**src/design/quaternion_pose_to_euler_frame_defines.svh**
```systemverilog
// ----------------------------------------------------------------------------
// Assertion macros for the quaternion pose block
// Concurrent checks that are compiled out when SYNTH is defined.
// ----------------------------------------------------------------------------
`ifndef QUATERNION_POSE_TO_EULER_FRAME_DEFINES_SVH
`define QUATERNION_POSE_TO_EULER_FRAME_DEFINES_SVH

`ifndef SYNTH
// Check that is skipped while reset is high.
`define QPE_ASSERT(lbl, prop) \
  lbl: assert property (@(posedge clk) disable iff (rst) prop) \
    else $error("qpe check failed");
// Check that also holds during reset.
`define QPE_ASSERT_RST(lbl, prop) \
  lbl: assert property (@(posedge clk) prop) \
    else $error("qpe reset check failed");
`else
`define QPE_ASSERT(lbl, prop)
`define QPE_ASSERT_RST(lbl, prop)
`endif

`endif

```
**src/design/qpe_pkg.sv**
```systemverilog
// ----------------------------------------------------------------------------
// Quaternion pose package
// Types, pipeline lengths and the arctangent table shared by the block.
// ----------------------------------------------------------------------------
package qpe_pkg;

  localparam int CORDIC_STAGES = 16;
  localparam int ATAN_LEN      = 24;
  localparam int CORDIC_N      = (CORDIC_STAGES > ATAN_LEN) ? ATAN_LEN : CORDIC_STAGES;
  localparam int CW            = 36;
  localparam int SQRT_STEPS    = 29;

  localparam int LAT_FRONT  = 2;
  localparam int LAT_ROT    = 3;
  localparam int LAT_SQRT   = 2 + SQRT_STEPS;
  localparam int LAT_CORDIC = CORDIC_N + 1;
  localparam int ANG_DLY    = LAT_SQRT;
  localparam int ROT_DLY    = LAT_SQRT + LAT_CORDIC - LAT_ROT;
  localparam int LAT_TOTAL  = LAT_FRONT + LAT_SQRT + LAT_CORDIC + 1;

  typedef struct packed {
    logic signed [31:0] pos_x;
    logic signed [31:0] pos_y;
    logic signed [31:0] pos_z;
    logic signed [15:0] quat_w;
    logic signed [15:0] quat_x;
    logic signed [15:0] quat_y;
    logic signed [15:0] quat_z;
  } pose_t;

  typedef struct packed {
    logic signed [31:0] rot_x;
    logic signed [31:0] rot_y;
    logic signed [31:0] rot_z;
    logic signed [15:0] roll;
    logic signed [15:0] pitch;
    logic signed [15:0] yaw;
    logic               pitch_clamped;
    logic               pos_saturated;
  } result_t;

  typedef struct packed {
    logic signed [30:0] m00;
    logic signed [30:0] m01;
    logic signed [30:0] m02;
    logic signed [30:0] m10;
    logic signed [30:0] m11;
    logic signed [30:0] m12;
    logic signed [30:0] m20;
    logic signed [30:0] m21;
    logic signed [30:0] m22;
    logic signed [31:0] px;
    logic signed [31:0] py;
    logic signed [31:0] pz;
    logic signed [29:0] s;
    logic               pclamp;
    logic signed [CW-1:0] roll_x;
    logic signed [CW-1:0] roll_y;
    logic signed [CW-1:0] yaw_x;
    logic signed [CW-1:0] yaw_y;
  } front_t;

  typedef struct packed {
    logic signed [31:0] rot_x;
    logic signed [31:0] rot_y;
    logic signed [31:0] rot_z;
    logic               sat;
    logic               pclamp;
  } rot_t;

  // atan(2^-i) as a 32-bit binary angle, 2^31 = pi.
  function automatic logic [31:0] atan_entry(input int i);
    logic [31:0] a;
    case (i)
      0:  a = 32'd536870912;
      1:  a = 32'd316933406;
      2:  a = 32'd167458907;
      3:  a = 32'd85004756;
      4:  a = 32'd42667331;
      5:  a = 32'd21354465;
      6:  a = 32'd10679838;
      7:  a = 32'd5340245;
      8:  a = 32'd2670163;
      9:  a = 32'd1335087;
      10: a = 32'd667544;
      11: a = 32'd333772;
      12: a = 32'd166886;
      13: a = 32'd83443;
      14: a = 32'd41722;
      15: a = 32'd20861;
      16: a = 32'd10430;
      17: a = 32'd5215;
      18: a = 32'd2608;
      19: a = 32'd1304;
      20: a = 32'd652;
      21: a = 32'd326;
      22: a = 32'd163;
      23: a = 32'd81;
      default: a = 32'd0;
    endcase
    return a;
  endfunction

endpackage

```
**src/design/qpe_cordic.sv**
```systemverilog
// ----------------------------------------------------------------------------
// Vectoring CORDIC
// Pipelined atan2 giving a 32-bit binary angle, one stage per iteration.
// ----------------------------------------------------------------------------
module qpe_cordic (
  input  logic                          clk,
  input  logic signed [qpe_pkg::CW-1:0] x_in,
  input  logic signed [qpe_pkg::CW-1:0] y_in,
  output logic        [31:0]            z_out
);

  localparam int N = qpe_pkg::CORDIC_N;

  logic signed [qpe_pkg::CW-1:0] xs [0:N];
  logic signed [qpe_pkg::CW-1:0] ys [0:N];
  logic        [31:0]            zs [0:N];
  logic                          zf [0:N];

  // Left half plane is folded over by a half turn first.
  always_ff @(posedge clk) begin
    zf[0] <= (x_in == '0) && (y_in == '0);
    if (x_in < 0) begin
      xs[0] <= -x_in;
      ys[0] <= -y_in;
      zs[0] <= 32'h80000000;
    end else begin
      xs[0] <= x_in;
      ys[0] <= y_in;
      zs[0] <= '0;
    end
  end

  for (genvar k = 0; k < N; k++) begin : g_stage
    always_ff @(posedge clk) begin
      zf[k+1] <= zf[k];
      if (ys[k] >= 0) begin
        xs[k+1] <= xs[k] + (ys[k] >>> k);
        ys[k+1] <= ys[k] - (xs[k] >>> k);
        zs[k+1] <= zs[k] + qpe_pkg::atan_entry(k);
      end else begin
        xs[k+1] <= xs[k] - (ys[k] >>> k);
        ys[k+1] <= ys[k] + (xs[k] >>> k);
        zs[k+1] <= zs[k] - qpe_pkg::atan_entry(k);
      end
    end
  end

  assign z_out = zf[N] ? 32'd0 : zs[N];

endmodule

```
**config.mk**
```make
export PLATFORM = sky130hd
export DESIGN_NAME = qpe_cordic
export DESIGN_NICKNAME = d
export VERILOG_FILES = /design/src/design/quaternion_pose_to_euler_frame_defines.svh /design/src/design/qpe_pkg.sv /design/src/design/qpe_cordic.sv
export SDC_FILE = /design/constraint.sdc
export NUM_CORES = 2
export LEC_CHECK = 0
export BUFFER_PORTS_ARGS = -buffer_cell sky130_fd_sc_hd__buf_4
export CELL_PAD_IN_SITES_DETAIL_PLACEMENT = 1
export CELL_PAD_IN_SITES_GLOBAL_PLACEMENT = 2
export CORE_UTILIZATION = 45
export CTS_BUF_LIST = sky130_fd_sc_hd__clkbuf_8
export DETAILED_ROUTE_END_ITERATION = 16
export GPL_TIMING_DRIVEN = 0
export PLACE_DENSITY = 0.95
export SKIP_CTS_REPAIR_TIMING = 1
export SLEW_MARGIN = 10
export SYNTH_ARGS = -nofsm -noshare
export SYNTH_HDL_FRONTEND = slang
export SYNTH_SLANG_ARGS = --single-unit
```
**constraint.sdc**
```tcl
create_clock -name clk -period 7.4 [get_ports clk]
set_input_delay 0 -clock clk [delete_from_list [all_inputs] [get_ports clk]]
set_output_delay 0 -clock clk [all_outputs]
set_load 0.01 [all_outputs]
```
; ---- Word-level counts from Yosys, hierarchy flattened
; Memories as Yosys holds them, arrays and structs flattened.
; Index checks and enable logic that the tools add are counted.
; Widths: inputs -> output; s select.
[word_totals]
ff_bits = 0
latchBits = 0
mem_bits_rw = 1785
mem_bits_ro = 0
in_bits = 73
output_inout_bits = 32
memories = 4
[memory_table]
columns = memory, words, word_bits, rd, rd_ports_with_merged_regs, write_ports, line_no
row1 = xs, 17, 36, 16, 0, 17, qpe_cordic.sv:14  ; logic signed [qpe_pkg::CW-1:0] xs [0:N];
row2 = ys, 17, 36, 16, 0, 17, qpe_cordic.sv:15  ; logic signed [qpe_pkg::CW-1:0] ys [0:N];
row3 = zs, 17, 32, 17, 0, 17, qpe_cordic.sv:16  ; logic [31:0] zs [0:N];
row4 = zf, 17, 1, 17, 0, 17, qpe_cordic.sv:17  ; logic zf [0:N];
[op_classes]
addsub = 97
n_mul = 0
n_div = 0
n_lt_le_gt_ge = 17
n_eq_ne = 0
shift = 0
muxes = 103
bitwise_logic = 51
reduce_logical = 3
[op_table]
columns = op, count
row1 = $mux 36, 34
row2 = $ge 36x1->1 const B, 16
row3 = $mux 32, 18
row4 = $add 36x21->36, 2
row5 = $add 36x22->36, 2
row6 = $add 36x23->36, 2
row7 = $add 36x24->36, 2
row8 = $add 36x25->36, 2
row9 = $add 36x26->36, 2
row10 = $add 36x27->36, 2
row11 = $add 36x28->36, 2
row12 = $add 36x29->36, 2
row13 = $add 36x30->36, 2
row14 = $add 36x31->36, 2
row15 = $add 36x32->36, 2
row16 = $add 36x33->36, 2
row17 = $add 36x34->36, 2
row18 = $add 36x35->36, 2
row19 = $logic_not 36->1, 2
row20 = $neg 36->36, 2
row21 = $sub 36x21->36, 2
row22 = $sub 36x22->36, 2
row23 = $sub 36x23->36, 2
row24 = $sub 36x24->36, 2
row25 = other kinds (49), 161

; ---- Longest topological paths before layout
[depth]
word_depth = 4
depth_mapped = 22
ltp_nobuf = 21

; ---- Least setup slack after synthesis
; Ideal clock, no wire load.
[synth_timing]
path_type = register to register
from = memory ys[1][7] in the netlist's numbering
to = memory xs[2][34] in the netlist's numbering
setup_ns = 0.072
t_arrival_ns = 4.748
required_ns = 7.328
setup_slack_ns = 2.580
stages_incl_launch_ff = 19
n_path_buf = 0
path_cell_list = dfxtp_1 or4_1 or3_1 or4_1 or3_1 o41ai_1 xnor2_1 ha_1 a21o_1 a21o_1 a21oi_1 o21ai_0 a21oi_1 a21oi_1 a311o_1 a211oi_1 o21bai_1 a21oi_1 xnor2_1
[synth_rtl]
columns = element, line_no
row1 = "start, declared", qpe_cordic.sv:15
row2 = "end, declared", qpe_cordic.sv:14

==> reports/results.tsv <==
stage	metric	value	unit
outcome	status	completed	
worst_setup_path	r2r-end	ys[5][34]	
yosys	synthesis.area	0.1145	mm2
worst_setup_path	rr_worst_depth	16	
worst_hold_path	hold_path_end	xs[0][1]	
clock_network	clkLatencyLatePin	1.07	ns
yosys	synth_seq_cells	1523	
clock_network	clock_sinks	1523	
layout	layout-drive-gt1-share	4.783	%
worst_setup_path	r2r-start	ys[4][35]	
routing	drt_iter0_markers	6366	
sta	worst_clock_skew	0.08252	ns
routing	ant_nets	0	
yosys	syn_avg_cell_area	8.506	um2
global_routing	grt_util_all_layers	27.84	%
routing	wirelength	380.4	mm
worst_hold_path	hold_depth	6	
yosys	synth_flop_cell	dfxtp_1	
worst_setup_path	start_kind	flip-flop	
floorplanning	die_h	506.5	um
worst_hold_path	worstHoldPathType	primary input to flip-flop	
worst_hold_path	hp-start	x_in[0]	
placed_design	port_buffers	103	
worst_setup_path	critPathMaxFanout	22	
placed_design	place_area	0.1198	mm2
global_routing	grt_max_degree	23	
clock_network	cts_inserted_buffers	296	
worst_setup_path	end_kind	flip-flop	
sta	rsz0062_at_grt	false	
yosys	synth_edf_count	0	
floorplanning	placementRows	184	
global_routing	overflow	0	
layout	area_growth	11.88	%
layout	nets	15739	
yosys	syn_inst	13463	
routing	via_per_inst	5.900	
placed_design	gp_congestion	0.9458	
routing	drt_pass1_iterations	6	
global_routing	first_global_vias	107540	
yosys	yosys_warnings	0	
routing	routedWlPerCell	21.45	um
floorplanning	core_area	0.2521	mm2
sta	relSlewSlack	10.62	%
sta	drv_slew	0	
sta	finalSetupViolations	0	
global_routing	grt_pass1_wl	583.6	mm
global_routing	antenna_found_initial	16	
sta	finalHoldViolCount	0	
sta	period_minus_slack	6.731	ns
run	maxCapViolCount	0	
floorplanning	start_util	45.43	%
clock_network	clk_pin_slew	0.09	ns
layout	stdcell_area	0.1281	mm2
worst_setup_path	worstSetupPathType	flip-flop to flip-flop	
worst_setup_path	worst_ep_arrival_time	7.67	ns
clock_network	htree_levels	5	
clock_network	root_buffer	clkbuf_8	
yosys	ys_seq_area_share	26.62	%
floorplanning	io-pin-count	105	
yosys	ys_async_sr_fraction	0	%
worst_setup_path	rrSetupSlack	0.67	ns
sta	max_slew.worst_pin.slew	1.331	ns
worst_setup_path	required	8.34	ns
routing	route.vias.total	104632	
clock_network	clockBufferDepth	4	
floorplanning	dieArea	0.2565	mm2
sta	fin_crit_sh	90.96	%
sta	fmaxAchievable	148.6	MHz
placed_design	dp.final_hpwl	300.0	mm
clock_network	cts_tree	yes	
floorplanning	die_w	506.5	um
sta	setup_tns	0	ns
routing	route.detailed.drc	0	
yosys	synth_cell_types	92	
worst max-delay path: stages (launching register included):
cell,delay (ns)
dfxtp_2,0.77
clkbuf_1,0.34
clkbuf_1,0.87
buf_1,0.69
mux2i_1,0.31
fa_1,0.50
a21o_1,0.17
a21oi_1,0.20
nand2b_1,0.13
a21boi_0,0.11
o41ai_1,0.96
a2111oi_0,0.51
nor2_1,0.32
o21ai_1,0.17
a41o_1,0.27
a21oi_1,0.16
xnor2_1,0.13
final cells by class:
| class | instances | area, um2 |
|---|---|---|
| inverters | 542 | 2034 |
| diodes | 23 | 57.56 |
| flip-flops and latches | 1523 | 30490 |
| plain buffers | 249 | 947.2 |
| well taps | 3348 | 4189 |
| clock inverters | 148 | 1222 |
| clock buffers | 361 | 4969 |
| multi-input cells | 11227 | 81350 |
| fillers | 30168 | 124000 |
| repair buffers | 312 | 2865 |
synthesized netlist by cell type, types with 219 or more instances:
cell type  count  area (um2)
o31ai_1      258        1937
ha_1        1475       18460
nand3_1      234        1171
nand2b_1     219        1370
nor2_1       869        3262
inv_1        526        1974
a21o_1       663        4977
xor2_1       716        6271
o21ai_0      731        3659
xnor2_1     1284       11250
nand2_1      826        3100
a21oi_1     1186        5936
dfxtp_1     1523       30490
cell usage in the layout (no fill, tap or decap), drive strengths merged, types with 42 or more instances in the layout:
cell	n
nor2	869
o31ai	259
nor4	91
and3	102
o211ai	64
ha	1475
a211oi	120
xnor2	1284
nand2	826
o31a	46
xor2	716
or3	170
buf	149
nand2b	219
nand4	120
nand3	234
or4	132
o21bai	182
a21o	663
o21a	193
clkinv	64
a31oi	130
dlygate4sd3	209
dfxtp	1523
a211o	42
or2	64
o41ai	116
inv	588
nor2b	214
clkbuf	564
conb	79
a21oi	1186
o21ai	851
and2	60
nor3	204
worst max-delay path by stage:
stage                    from        end  slack, ns  depth (start not counted)
CTS                 ys[4][35]  ys[5][34]       0.27                         16
floorplan            ys[1][7]  xs[2][34]       2.58                         18
global route        ys[4][35]  ys[5][32]       0.31                         16
global placement    ys[4][35]  ys[5][34]       0.35                         16
detailed placement  ys[4][35]  ys[5][34]       0.30                         16
finish              ys[4][35]  ys[5][34]       0.67                         16
kinds of logic (layout without fill, tap and decap cells):
group | Yosys count | in the layout | synth area share (%)
AO/OA/AOI/OAI | 4227 | 4227 | 23.81
XOR/XNOR | 2000 | 2000 | 15.30
adder cells (fa/ha/maj) | 1515 | 1515 | 16.81
buffers and inverters | 791 | 1612 | 2.602
flip-flops | 1523 | 1523 | 26.62
multiplexers | 32 | 32 | 0.2851
other | 1 | 102 | 0.003274
AND/OR/NAND/NOR | 3374 | 3374 | 14.57
metal layers:
| metal | GRT usage (%) | up-vias | wire [um] |
|---|---|---|---|
| met5 | 0 | - | 13 |
| met3 | 3.690 | 866 | 16240 |
| met1 | 34.04 | 51234 | 162900 |
| li1 | - | 50229 | - |
| met2 | 49.31 | 2301 | 185600 |
| met4 | 10.47 | 2 | 15650 |
stage by stage:
step / utilization, % / setup slack [ns] / hold WS, ns / std cells
4_1_cts: 49.97 / 0.2676 / -1.027 / 17501
6_report: 50.83 / 0.6691 / 0.04583 / 17733
5_1_grt: 50.82 / 0.3108 / 0.009862 / 17729
3_5_place_dp: 47.52 / 0.3032 / 0.1157 / 16992
3_3_place_gp: 47.51 / 0.3514 / 0.1155 / 16992
2_1_floorplan: - / 2.580 / 0.02772 / 13541
flip-flops by register name, indices dropped and copies added (netlist names):
name  count
xs      525
ys      541
zs      440
zf       17
Power is not shown: default switching activity piles up to over one toggle a cycle in this logic, so the estimate is an artifact.
